$ cat config.mk
export PLATFORM = sky130hd
export DESIGN_NAME = crc_checked_packet_parser_flat
export DESIGN_NICKNAME = d
export VERILOG_FILES = /design/src/sv/ccpp_pkg.sv /design/src/sv/ccpp_if.sv /design/src/sv/crc_checked_packet_parser.sv /design/src/flat_wrapper.sv
export VERILOG_INCLUDE_DIRS = /design/src /design/src/sv
export SDC_FILE = /design/constraint.sdc
export NUM_CORES = 1
export LEC_CHECK = 0
export BUFFER_PORTS_ARGS = -buffer_cell sky130_fd_sc_hd__buf_2
export CAP_MARGIN = 20
export CORE_MARGIN = 3
export CORE_UTILIZATION = 51
export CTS_BUF_LIST = sky130_fd_sc_hd__clkbuf_4
export DETAILED_ROUTE_END_ITERATION = 16
export PLACE_DENSITY = 0.81
export SLEW_MARGIN = 20
export SYNTH_ARGS = -nofsm -noshare
export SYNTH_HDL_FRONTEND = slang
export SYNTH_SLANG_ARGS = --single-unit
$ cat constraint.sdc
create_clock -name clk -period 15 [get_ports clk]
set_input_delay 0.75 -clock clk [delete_from_list [all_inputs] [get_ports clk]]
set_output_delay 0.75 -clock clk [all_outputs]
set_load 0.02 [all_outputs]
$ cat src/sv/crc_checked_packet_parser_assert.svh
// ----------------------------------------------------------------------------
// assertion macros for the crc checked packet parser
// each macro samples on clk and is disabled while arst_n is low
// ----------------------------------------------------------------------------
`ifndef CRC_CHECKED_PACKET_PARSER_ASSERT_SVH
`define CRC_CHECKED_PACKET_PARSER_ASSERT_SVH

// condition holds at every edge out of reset
`define CCPP_ASSERT_HOLDS(label, cond, msg) \
	label: assert property (@(posedge clk) disable iff (!arst_n) (cond)) \
		else $error(msg);

// consequent holds in the same cycle as the antecedent
`define CCPP_ASSERT_IMPLIES(label, ante, cons, msg) \
	label: assert property (@(posedge clk) disable iff (!arst_n) (ante) |-> (cons)) \
		else $error(msg);

// consequent holds in the cycle after the antecedent
`define CCPP_ASSERT_NEXT(label, ante, cons, msg) \
	label: assert property (@(posedge clk) disable iff (!arst_n) (ante) |=> (cons)) \
		else $error(msg);

`endif

$ cat src/sv/ccpp_pkg.sv
// ----------------------------------------------------------------------------
// ccpp_pkg
// constants, status codes and the crc-16 byte update of the packet parser
// ----------------------------------------------------------------------------
package ccpp_pkg;

	localparam logic [15:0] CRC_INIT = 16'hFFFF;
	localparam logic [15:0] CRC_POLY = 16'h8005;

	// body lengths of the two known packet kinds
	localparam int DATA_BODY   = 8;
	localparam int CONFIG_BODY = 25;

	// index width of the body byte store (config body is the largest read)
	localparam int STORE_IDX_W = 5;

	typedef enum logic [2:0] {
		ST_DATA   = 3'd0,
		ST_CONFIG = 3'd1,
		ST_EMPTY  = 3'd2,
		ST_LENGTH = 3'd3,
		ST_CRC    = 3'd4,
		ST_ID     = 3'd5
	} status_t;

	// crc-16, poly 0x8005, msb first, one byte
	function automatic logic [15:0] crc_feed(input logic [15:0] crc, input logic [7:0] b);
		logic [15:0] c;
		c = crc ^ {b, 8'h00};
		for (int k = 0; k < 8; k++) begin
			if (c[15]) begin
				c = {c[14:0], 1'b0} ^ CRC_POLY;
			end else begin
				c = {c[14:0], 1'b0};
			end
		end
		return c;
	endfunction

endpackage

$ cat src/sv/ccpp_if.sv
// ----------------------------------------------------------------------------
// ccpp channel interfaces
// byte input, result output and configuration write channels
// ----------------------------------------------------------------------------

// received payload bytes
interface ccpp_byte_if;
	logic       valid;
	logic       ready;
	logic [7:0] payload_byte;
	logic       last_byte;

	modport source(output valid, output payload_byte, output last_byte, input ready);
	modport sink(input valid, input payload_byte, input last_byte, output ready);
endinterface

// one parsed packet result
interface ccpp_result_if;
	logic        valid;
	logic        ready;
	logic [2:0]  status;
	logic [5:0]  received_length;
	logic [7:0]  node_kind;
	logic [47:0] attribute_bytes;
	logic [47:0] node_name;
	logic [63:0] node_eui;
	logic [7:0]  application_id;
	logic [7:0]  radio_channel;
	logic [39:0] pipe_address;
	logic [7:0]  data_rate;
	logic [7:0]  tx_power;

	modport source(
		output valid, output status, output received_length, output node_kind,
		output attribute_bytes, output node_name, output node_eui,
		output application_id, output radio_channel, output pipe_address,
		output data_rate, output tx_power, input ready
	);
	modport sink(
		input valid, input status, input received_length, input node_kind,
		input attribute_bytes, input node_name, input node_eui,
		input application_id, input radio_channel, input pipe_address,
		input data_rate, input tx_power, output ready
	);
endinterface

// expected message id write
interface ccpp_cfg_if;
	logic       valid;
	logic       ready;
	logic [7:0] data;

	modport source(output valid, output data, input ready);
	modport sink(input valid, input data, output ready);
endinterface

$ cat src/sv/crc_checked_packet_parser.sv
// ----------------------------------------------------------------------------
// crc_checked_packet_parser
// crc-16 checked radio packet parser with big-endian field unpacking
// ----------------------------------------------------------------------------
// Usage: payload bytes enter on rx, one word per byte, last_byte set on the
// final byte of a packet. The trailing two bytes are the crc, high byte first.
// On the last byte one result word leaves on res with a status and the fields
// of a data or config body; fields that do not belong to the status read 0.
// cfg writes the expected message id; write it only while no packet is open.
// Throughput: one byte per cycle, set by the combinational crc byte update,
// while no last byte waits on an untaken result. A last byte passes the
// input stage, then loads the result register that offers the result word.
// Reset: packet state returns to crc 0xFFFF and count 0, no result is pending
// and the expected id is 0.
// Stall: a pending result is held until taken; bytes other than a last byte
// keep flowing, a last byte waits in the input stage while the previous
// result is still untaken.
// ----------------------------------------------------------------------------
`include "crc_checked_packet_parser_assert.svh"

module crc_checked_packet_parser #(
	parameter int MAX_PAYLOAD = 32
) (
	input logic        clk,
	input logic        arst_n,
	ccpp_cfg_if.sink   cfg,
	ccpp_byte_if.sink  rx,
	ccpp_result_if.source res
);
	import ccpp_pkg::*;

	localparam int CNT_W     = $clog2(MAX_PAYLOAD + 1);
	localparam int OVER_MARK = (MAX_PAYLOAD + 1 > 63) ? 63 : MAX_PAYLOAD + 1;
	localparam logic [CNT_W-1:0] CNT_MAX = CNT_W'(MAX_PAYLOAD);

	// configuration
	logic [7:0] msg_id_q;

	// input stage
	logic       valid_s1;
	logic [7:0] byte_s1;
	logic       last_s1;

	// packet state
	logic [15:0]      crc_q;
	logic [15:0]      dly_q;
	logic [CNT_W-1:0] cnt_q;
	logic             ovf_q;
	logic [7:0]       store_q [CONFIG_BODY];

	// next packet state
	logic             take;
	logic             room;
	logic [15:0]      crc_n;
	logic [15:0]      dly_n;
	logic [CNT_W-1:0] cnt_n;
	logic             ovf_n;
	logic [6:0]       cnt_wide;

	// result computed from the next state
	status_t     status_c;
	logic [5:0]  len_c;
	logic [7:0]  dev_c;
	logic [47:0] attr_c;
	logic [47:0] name_c;
	logic [63:0] eui_c;
	logic [7:0]  app_c;
	logic [7:0]  chan_c;
	logic [39:0] pipe_c;
	logic [7:0]  rate_c;
	logic [7:0]  pwr_c;

	// result register
	logic        res_valid_q;
	status_t     status_q;
	logic [5:0]  len_q;
	logic [7:0]  dev_q;
	logic [47:0] attr_q;
	logic [47:0] name_q;
	logic [63:0] eui_q;
	logic [7:0]  app_q;
	logic [7:0]  chan_q;
	logic [39:0] pipe_q;
	logic [7:0]  rate_q;
	logic [7:0]  pwr_q;

	// configuration write
	assign cfg.ready = 1'b1;

	always_ff @(posedge clk or negedge arst_n) begin
		if (!arst_n) begin
			msg_id_q <= '0;
		end else if (cfg.valid) begin
			msg_id_q <= cfg.data;
		end
	end

	// input stage advances unless a last byte meets an untaken result
	assign take     = valid_s1 && (!last_s1 || !res_valid_q || res.ready);
	assign rx.ready = !valid_s1 || take;

	always_ff @(posedge clk or negedge arst_n) begin
		if (!arst_n) begin
			valid_s1 <= 1'b0;
		end else if (rx.ready) begin
			valid_s1 <= rx.valid;
		end
	end

	always_ff @(posedge clk) begin
		if (rx.valid && rx.ready) begin
			byte_s1 <= rx.payload_byte;
			last_s1 <= rx.last_byte;
		end
	end

	// crc runs two bytes behind, the held-back pair is the received crc
	always_comb begin
		room  = cnt_q < CNT_MAX;
		crc_n = crc_q;
		dly_n = dly_q;
		cnt_n = cnt_q;
		ovf_n = ovf_q | !room;
		if (room) begin
			if (cnt_q >= CNT_W'(2)) begin
				crc_n = crc_feed(crc_q, dly_q[15:8]);
			end
			dly_n = {dly_q[7:0], byte_s1};
			cnt_n = cnt_q + CNT_W'(1);
		end
	end

	always_ff @(posedge clk or negedge arst_n) begin
		if (!arst_n) begin
			crc_q <= CRC_INIT;
			dly_q <= '0;
			cnt_q <= '0;
			ovf_q <= 1'b0;
		end else if (take) begin
			if (last_s1) begin
				crc_q <= CRC_INIT;
				dly_q <= '0;
				cnt_q <= '0;
				ovf_q <= 1'b0;
			end else begin
				crc_q <= crc_n;
				dly_q <= dly_n;
				cnt_q <= cnt_n;
				ovf_q <= ovf_n;
			end
		end
	end

	// body byte store, only the places a config body reads are kept
	always_ff @(posedge clk) begin
		if (take && room && (cnt_q < CNT_W'(CONFIG_BODY))) begin
			store_q[cnt_q[STORE_IDX_W-1:0]] <= byte_s1;
		end
	end

	// status checks and field unpacking
	always_comb begin
		cnt_wide = 7'(cnt_n);
		if (ovf_n) begin
			len_c = 6'(OVER_MARK);
		end else if (cnt_wide > 7'd63) begin
			len_c = 6'd63;
		end else begin
			len_c = cnt_wide[5:0];
		end

		dev_c  = '0;
		attr_c = '0;
		name_c = '0;
		eui_c  = '0;
		app_c  = '0;
		chan_c = '0;
		pipe_c = '0;
		rate_c = '0;
		pwr_c  = '0;

		if (ovf_n || (cnt_n < CNT_W'(2))) begin
			status_c = ST_LENGTH;
		end else if (crc_n != dly_n) begin
			status_c = ST_CRC;
		end else if (cnt_n == CNT_W'(2)) begin
			status_c = ST_EMPTY;
		end else if (store_q[0] != msg_id_q) begin
			status_c = ST_ID;
		end else if (cnt_n == CNT_W'(DATA_BODY + 2)) begin
			status_c = ST_DATA;
			dev_c    = store_q[1];
			attr_c   = {store_q[2], store_q[3], store_q[4], store_q[5], store_q[6],
				store_q[7]};
		end else if (cnt_n == CNT_W'(CONFIG_BODY + 2)) begin
			status_c = ST_CONFIG;
			name_c   = {store_q[1], store_q[2], store_q[3], store_q[4], store_q[5],
				store_q[6]};
			dev_c    = store_q[7];
			eui_c    = {store_q[8], store_q[9], store_q[10], store_q[11], store_q[12],
				store_q[13], store_q[14], store_q[15]};
			app_c    = store_q[16];
			chan_c   = store_q[17];
			pipe_c   = {store_q[18], store_q[19], store_q[20], store_q[21], store_q[22]};
			rate_c   = store_q[23];
			pwr_c    = store_q[24];
		end else begin
			status_c = ST_LENGTH;
		end
	end

	// result register
	always_ff @(posedge clk or negedge arst_n) begin
		if (!arst_n) begin
			res_valid_q <= 1'b0;
		end else if (take && last_s1) begin
			res_valid_q <= 1'b1;
		end else if (res.ready) begin
			res_valid_q <= 1'b0;
		end
	end

	always_ff @(posedge clk) begin
		if (take && last_s1) begin
			status_q <= status_c;
			len_q    <= len_c;
			dev_q    <= dev_c;
			attr_q   <= attr_c;
			name_q   <= name_c;
			eui_q    <= eui_c;
			app_q    <= app_c;
			chan_q   <= chan_c;
			pipe_q   <= pipe_c;
			rate_q   <= rate_c;
			pwr_q    <= pwr_c;
		end
	end

	assign res.valid           = res_valid_q;
	assign res.status          = status_q;
	assign res.received_length = len_q;
	assign res.node_kind       = dev_q;
	assign res.attribute_bytes = attr_q;
	assign res.node_name       = name_q;
	assign res.node_eui        = eui_q;
	assign res.application_id  = app_q;
	assign res.radio_channel   = chan_q;
	assign res.pipe_address    = pipe_q;
	assign res.data_rate       = rate_q;
	assign res.tx_power        = pwr_q;

	// checks
	`CCPP_ASSERT_HOLDS(a_cnt_bound, cnt_q <= CNT_MAX, "byte count above limit")
	`CCPP_ASSERT_IMPLIES(a_ovf_full, ovf_q, cnt_q == CNT_MAX, "overlength without full count")
	`CCPP_ASSERT_NEXT(a_clear_after_last, take && last_s1,
		cnt_q == '0 && crc_q == CRC_INIT && !ovf_q && res_valid_q, "packet state not cleared")
	`CCPP_ASSERT_IMPLIES(a_data_len, res_valid_q && status_q == ST_DATA,
		len_q == 6'(DATA_BODY + 2), "data result with wrong length")
	`CCPP_ASSERT_IMPLIES(a_config_len, res_valid_q && status_q == ST_CONFIG,
		len_q == 6'(CONFIG_BODY + 2), "config result with wrong length")

endmodule

$ cat src/flat_wrapper.sv
// flat-port wrapper written by rule: the top's interface ports become plain ports
module crc_checked_packet_parser_flat import ccpp_pkg::*;
#(
	parameter int MAX_PAYLOAD = 32
)
  (clk, arst_n, cfg_valid, cfg_data, cfg_ready, rx_valid, rx_payload_byte, rx_last_byte, rx_ready, res_valid, res_status, res_received_length, res_node_kind, res_attribute_bytes, res_node_name, res_node_eui, res_application_id, res_radio_channel, res_pipe_address, res_data_rate, res_tx_power, res_ready);
  ccpp_cfg_if cfg_i ();
  ccpp_byte_if rx_i ();
  ccpp_result_if res_i ();
  input logic clk;
  input logic arst_n;
  input wire logic [$bits(cfg_i.valid)-1:0] cfg_valid;
  input wire logic [$bits(cfg_i.data)-1:0] cfg_data;
  output wire logic [$bits(cfg_i.ready)-1:0] cfg_ready;
  input wire logic [$bits(rx_i.valid)-1:0] rx_valid;
  input wire logic [$bits(rx_i.payload_byte)-1:0] rx_payload_byte;
  input wire logic [$bits(rx_i.last_byte)-1:0] rx_last_byte;
  output wire logic [$bits(rx_i.ready)-1:0] rx_ready;
  output wire logic [$bits(res_i.valid)-1:0] res_valid;
  output wire logic [$bits(res_i.status)-1:0] res_status;
  output wire logic [$bits(res_i.received_length)-1:0] res_received_length;
  output wire logic [$bits(res_i.node_kind)-1:0] res_node_kind;
  output wire logic [$bits(res_i.attribute_bytes)-1:0] res_attribute_bytes;
  output wire logic [$bits(res_i.node_name)-1:0] res_node_name;
  output wire logic [$bits(res_i.node_eui)-1:0] res_node_eui;
  output wire logic [$bits(res_i.application_id)-1:0] res_application_id;
  output wire logic [$bits(res_i.radio_channel)-1:0] res_radio_channel;
  output wire logic [$bits(res_i.pipe_address)-1:0] res_pipe_address;
  output wire logic [$bits(res_i.data_rate)-1:0] res_data_rate;
  output wire logic [$bits(res_i.tx_power)-1:0] res_tx_power;
  input wire logic [$bits(res_i.ready)-1:0] res_ready;
  assign cfg_i.valid = cfg_valid;
  assign cfg_i.data = cfg_data;
  assign cfg_ready = cfg_i.ready;
  assign rx_i.valid = rx_valid;
  assign rx_i.payload_byte = rx_payload_byte;
  assign rx_i.last_byte = rx_last_byte;
  assign rx_ready = rx_i.ready;
  assign res_valid = res_i.valid;
  assign res_status = res_i.status;
  assign res_received_length = res_i.received_length;
  assign res_node_kind = res_i.node_kind;
  assign res_attribute_bytes = res_i.attribute_bytes;
  assign res_node_name = res_i.node_name;
  assign res_node_eui = res_i.node_eui;
  assign res_application_id = res_i.application_id;
  assign res_radio_channel = res_i.radio_channel;
  assign res_pipe_address = res_i.pipe_address;
  assign res_data_rate = res_i.data_rate;
  assign res_tx_power = res_i.tx_power;
  assign res_i.ready = res_ready;
  crc_checked_packet_parser #(.MAX_PAYLOAD(MAX_PAYLOAD)) u_core (.clk(clk), .arst_n(arst_n), .cfg(cfg_i), .rx(rx_i), .res(res_i));
endmodule
# Word level (Yosys, flattened, before mapping)
# Memories as Yosys holds them, arrays and structs flattened. A register that Yosys moved wholly into a read port is not among the register bits.
# Index checks and enable logic that the tools add are counted.
# word_totals
output_inout_bits	252
register_bits	171
ramBits	200
memories	1
elab_cells	95
in_bits	22
# mem_list
name	words	word_bits	rd	rd_ports_with_merged_regs	write_ports	line	rtl
u_core.store_q	25	8	25	17	1	crc_checked_packet_parser.sv:49	logic [7:0] store_q [CONFIG_BODY];
# classes
n_bitwise	12
mux	41
n_addsub	1
n_reduce_logical	17
magnitude_cmp	4
eq_ne	5
# ops
cell	count
$mux W16	27
$not A3 Y3	8
$mux W8	2
$ne A16 B16 Y1	1
$xor A16 B16 Y16	1
$mux W3	4
$mux W6	2
$ne A8 B8 Y1	1
$add A6 B1 Y6 const B	1
$eq A6 B2 Y1 const B	1
$eq A6 B4 Y1 const B	1
$eq A6 B5 Y1 const B	1
$ge A6 B2 Y1 const B	1
$lt A6 B2 Y1 const B	1
$lt A6 B5 Y1 const B	1
$lt A6 B6 Y1 const B	1
$reduce_or A6 Y1	1
$logic_and A1 B1 Y1	5
$mux W1	5
$reduce_or A5 Y1	1
$logic_not A1 Y1	4
$logic_or A1 B1 Y1	4
$reduce_or A4 Y1	1
$mux W2	1
3 further kinds	4

# Longest topological paths before layout
# logic_depth
depth_word	35
mapped_depth	13
ltp_nobuf	10

# Worst setup path after synthesis
# Ideal clock, no wire load.
# synth_timing
kind	input -> register
start	input res_ready
end	register u_core.app_q[0] (netlist: res_application_id[0]), read port of u_core.store_q (enable)
path_buffers	1
slack_ns	2.663
required_time_ns	14.134
path_stages	4
setup_ns	0.866
arrival_ns	11.471
path_cell_list	or3_1 nand2_1 clkbuf_1 nor2_1
# synth_between
elab_chain_len	3
# synth_lines
item	line	rtl
start: declaration	flat_wrapper.sv:31	input wire logic [$bits(res_i.ready)-1:0] res_ready;
$logic_or A1 B1 Y1	crc_checked_packet_parser.sv:99	assign take = valid_s1 && (!last_s1 || !res_valid_q || res.ready);
$logic_and A1 B1 Y1	crc_checked_packet_parser.sv:99	
$logic_and A1 B1 Y1	crc_checked_packet_parser.sv:224	if (take && last_s1) begin
end: declaration	crc_checked_packet_parser.sv:81	logic [7:0] app_q;
# Every way passes these cells.
# A chain may end at the register's enable or synchronous reset.

# Worst setup path in the final report
# layout_timing
start	register u_core.cnt_q[0]
end	register u_core.name_q[45] (netlist: res_node_name[45]), read port of u_core.store_q, data pin
# layout_between
elab_chain_len	5
word_cells_on_any_way	17
classes_between	add/sub (1); order compare (3); eq/ne (4); mux (4); bitwise (2); reduce/logical (3)
# layout_lines
item	line	rtl
start: declaration	crc_checked_packet_parser.sv:47	logic [CNT_W-1:0] cnt_q;
start signal: assignment	crc_checked_packet_parser.sv:148	cnt_q <= cnt_n;
$add A6 B1 Y6 (tied with other cells)	crc_checked_packet_parser.sv:129	cnt_n = cnt_q + CNT_W'(1);
$mux W6 (tied with other cells)	crc_checked_packet_parser.sv:124	if (room) begin
$lt A6 B2 Y1 (tied with other cells)	crc_checked_packet_parser.sv:182	if (ovf_n || (cnt_n < CNT_W'(2))) begin
$logic_or A1 B1 Y1 (tied with other cells)	crc_checked_packet_parser.sv:182	
$reduce_or A6 Y1 (no source line) (*)	n/a	
end: declaration	crc_checked_packet_parser.sv:79	logic [47:0] name_q;
# Every way passes the cells marked *; elsewhere a longest branch is shown, timed or not.

==> impl_metrics.py <==
metrics = {
    "status": {
        "status": "finished clean",
    },
    "detailed_routing": {
        "drt_wl_total_um": 40500,
        "drt-vias-per-instance": 5.21,
        "drt_pass_1_iters": 5,
        "drtIter0Drc": 843,
        "ant_nets": 0,
        "detail_route.wl_per_cell_um": 20.0,
        "drcViolationCount": 0,
        "route.vias.total": 10556,
    },
    "placement": {
        "place_hpwl_um": 25100,
        "number_of_buffers_added_on_ports": 272,
        "finalWeightedCongestion": 0.898,
    },
    "synthesis": {
        "synth.yosys.seq_area_share_pct": 79.5,
        "synthesis.area_um2": 18900,
        "synth_enable_flop_cells": 458,
        "most_area_consuming_cells_after_synthesis": "sky130_fd_sc_hd__edfxtp_1 (73%), sky130_fd_sc_hd__and2_1 (7.9%), sky130_fd_sc_hd__dfrtp_1 (4.4%), sky130_fd_sc_hd__dfstp_2 (2.2%), sky130_fd_sc_hd__nor2_1 (1.3%)",
        "netlist_cell_types": 60,
        "yosys_warnings": 0,
        "syn-num-nets": 1131,
        "fraction_of_registers_with_async_set_or_reset_after_synthesis_pct": 9.66,
        "syn_avg_cell_area_um2": 17.1,
        "dominantRegCellSynth": "sky130_fd_sc_hd__edfxtp_1",
        "netlist.area_leader.share_pct": 72.9,
        "synthCells": 1104,
        "synth_top_cell_by_area": "sky130_fd_sc_hd__edfxtp_1",
        "postSynthRegisterBits": 507,
    },
    "worst_setup_path": {
        "path_cells": "inv_1 -> ha_1 -> or2_2 -> nor2_1 -> mux2i_1 -> a311o_1 -> o22ai_1 -> nand3_2 -> nor4_4 -> buf_4 -> buf_4 -> and2_1",
        "critical_path_peak_fanout": 109,
        "crit_slowest_cell": "sky130_fd_sc_hd__buf_4",
        "critPathArrivalTime_ps": 5310,
        "worstSetupEndpointType": "register",
        "worst_ep_required_time_ps": 15630,
        "crit_type": "register to register",
        "timing.critical_path.slowest_cell_delay_ps": 780,
        "critPathLaunchType": "register",
        "cpMostUsedCell": "sky130_fd_sc_hd__buf_4",
    },
    "global_routing": {
        "grt_antenna_before_repair": 1,
        "grt_first_pass_wirelength_um": 60600,
        "global_route.usage.total_pct": 20.5,
        "grt_start_max_net_pins": 110,
        "first_global_vias": 10572,
        "overflow": 0,
    },
    "clock_tree": {
        "postCtsResizedCells": 0,
        "post_cts.repair.setup_buffers": 0,
        "cts_inserted_buffers": 118,
        "root_buffer": "sky130_fd_sc_hd__clkbuf_4",
        "clock_tree.htree_level_count": 3,
        "tritoncts": "yes",
        "holdBufCountCts": 1,
        "clkTransAtPathRegs_ps": 70,
        "numClockSinks": 507,
        "clk-insertion-delay-late_ps": 800,
        "cts_buffer_depth": 3,
    },
    "floorplan": {
        "die_area_um2": 39300,
        "chipWidth_um": 198,
        "core_region_area_um2": 36000,
        "ios": 274,
        "fp.dieH_um": 198,
        "floorplan.rows": 69,
        "floorplan.initialDensity_pct": 52.4,
    },
    "sta": {
        "timing_worst_slew_pin_value_ps": 1010,
        "worst_clock_skew_ps": 39.8,
        "fin_tns_setup_ps": 0,
        "time_the_worst_path_needs_with_i_o_delays_and_setup_ps": 4680,
        "achievable-frequency_ghz": 0.214,
        "maxSlewViolCount": 0,
        "slew-limit-headroom_pct": 32.0,
        "final.period_utilization_pct": 31.2,
        "report.final.hold_viol_count": 0,
        "rsz0062_at_grt": "false",
        "timing.final.setup_violations": 0,
    },
    "cells_and_area": {
        "area_occupied_by_multi_input_gates_um2": 3630,
        "sequential_cell_area_um2": 15000,
        "n_fill_cell": 2542,
        "final_core_utilization_pct": 61.8,
        "layout-drive-gt1-share_pct": 33.3,
        "synthToLayoutAreaGrowth_pct": 17.9,
        "mostFrequentLayoutCell": "sky130_fd_sc_hd__edfxtp_1",
        "layout_common_cells": "sky130_fd_sc_hd__edfxtp_1 (458), sky130_fd_sc_hd__buf_2 (272), sky130_fd_sc_hd__and2_1 (237)",
        "final_net_count": 1501,
    },
    "power": {
        "vdd_drop_max_mv": 0.0653,
        "power_per_cell_area_nw_per_um2": 141,
        "static-leakage-power_nw": 8.48,
    },
    "worst_hold_path": {
        "hold_class": "primary input to register",
    },
    "run": {
        "maximum_capacitance_violations": 0,
    },
}
## cell families (layout without fill, tap and decap cells)
logic type | count (synthesis) | after routing | share of synthesized area, %
DFF | 507 | 507 | 79.5
and+or+nand+nor | 379 | 379 | 11.6
AOI/OAI and AO/OA | 86 | 86 | 3.33
xor gates and xnor gates | 55 | 55 | 2.93
buffers and inverters | 55 | 514 | 1.31
muxes | 16 | 16 | 0.916
adders and majority gates | 5 | 5 | 0.332
other | 1 | 3 | 0.0199
## registers in the layout, summed over array words and instances (netlist names), 16 cells and up
register                    cells
res_pipe_address               40
u_core.store_q                200
u_core.dly_q                   16
res_node_eui                   64
res_node_name                  48
u_core.res.attribute_bytes     48
u_core.crc_q                   16
## worst paths after layout
kind | start | to | slack [ps] | cells past startpoint
max in group asynchronous | arst_n | u_core.dly_q[0] | 13930 | 3
setup reg to reg | u_core.cnt_q[0] | res_node_name[45] | 10320 | 12
min in group asynchronous | arst_n | u_core.msg_id_q[5] | 610 | 3
setup / recovery | u_core.cnt_q[0] | res_node_name[45] | 10320 | 12
hold / removal | rx_payload_byte[3] | u_core.byte_s1[3] | 130 | 1
hold reg to reg | u_core.store_q[23][6] | res_data_rate[6] | 490 | 1
## per-layer routing
layer  part of all wire (%)  global-route usage, %  vias to the layer above
li1                       -                      -                     4822
met4                    3.3                   9.67                        0
met2                     50                   33.3                      449
met1                     40                   26.6                     5197
met5                      0                      0                        -
met3                    6.8                   4.58                       88
## cells in the mapped netlist, types with 3 or more instances
library cell / instances
sky130_fd_sc_hd__edfxtp_1: 458
sky130_fd_sc_hd__and2_1: 237
sky130_fd_sc_hd__nor2_1: 65
sky130_fd_sc_hd__dfrtp_1: 33
sky130_fd_sc_hd__xnor2_1: 27
sky130_fd_sc_hd__buf_2: 23
sky130_fd_sc_hd__nand2_1: 23
sky130_fd_sc_hd__xor2_1: 22
sky130_fd_sc_hd__a21oi_1: 19
sky130_fd_sc_hd__clkbuf_1: 17
sky130_fd_sc_hd__a22o_1: 16
sky130_fd_sc_hd__dfstp_2: 16
sky130_fd_sc_hd__o21ai_0: 11
sky130_fd_sc_hd__mux2_2: 10
sky130_fd_sc_hd__a22oi_1: 9
sky130_fd_sc_hd__inv_1: 9
sky130_fd_sc_hd__nand3_1: 9
sky130_fd_sc_hd__nor3_1: 7
sky130_fd_sc_hd__mux2i_1: 6
sky130_fd_sc_hd__nor2b_1: 6
sky130_fd_sc_hd__ha_1: 5
sky130_fd_sc_hd__o22a_1: 5
sky130_fd_sc_hd__nand4_1: 4
sky130_fd_sc_hd__a41oi_1: 3
sky130_fd_sc_hd__buf_4: 3
sky130_fd_sc_hd__nand2b_1: 3
sky130_fd_sc_hd__nor3b_1: 3
sky130_fd_sc_hd__nor4_2: 3
sky130_fd_sc_hd__o21ai_1: 3
sky130_fd_sc_hd__o31ai_1: 3
sky130_fd_sc_hd__or2_2: 3
sky130_fd_sc_hd__or3_1: 3
sky130_fd_sc_hd__xnor3_1: 3
## where the power goes
group          switching [mW]  internal, mW  total, mW
sequential             0.0521          1.62       1.67
combinational           0.267         0.161      0.428
clock                   0.509         0.531       1.04
total                   0.828          2.31       3.14
## worst max-delay path: cells and delay by family, from the launching register on
family                   cells  cell delay, ps
AO/OA/AOI/OAI                2             520
adder cells (fa/ha/maj)      1             250
buffers and inverters        3            1440
flip-flops                   1             480
multiplexers                 1             160
AND/OR/NAND/NOR              5            1550
## area by class of cell
cell class / instances / area share [%]
Clock inverter: 34 / 0.624
Sequential cell: 507 / 67.4
Inverter: 10 / 0.169
Tap cell: 461 / 2.59
Multi-Input combinational cell: 542 / 16.3
Clock buffer: 175 / 5.91
Antenna cell: 2 / 0.0225
Timing Repair Buffer: 295 / 6.91
## through the flow
stage	power, mW	hold slack (ps)	setup slack, ps	instances	instance area, µm²
3_5_place_dp	2.13	502	10410	1814	20800
6_report	3.14	135	10320	2026	22200
3_3_place_gp	2.12	498	10530	1814	20800
2_1_floorplan	2.01	454	2660	1104	18900
4_1_cts	3.17	23.5	10340	2024	22200
5_1_grt	3.28	59.2	9870	2026	22200
Note: power is estimated with default switching activity, not from simulation.
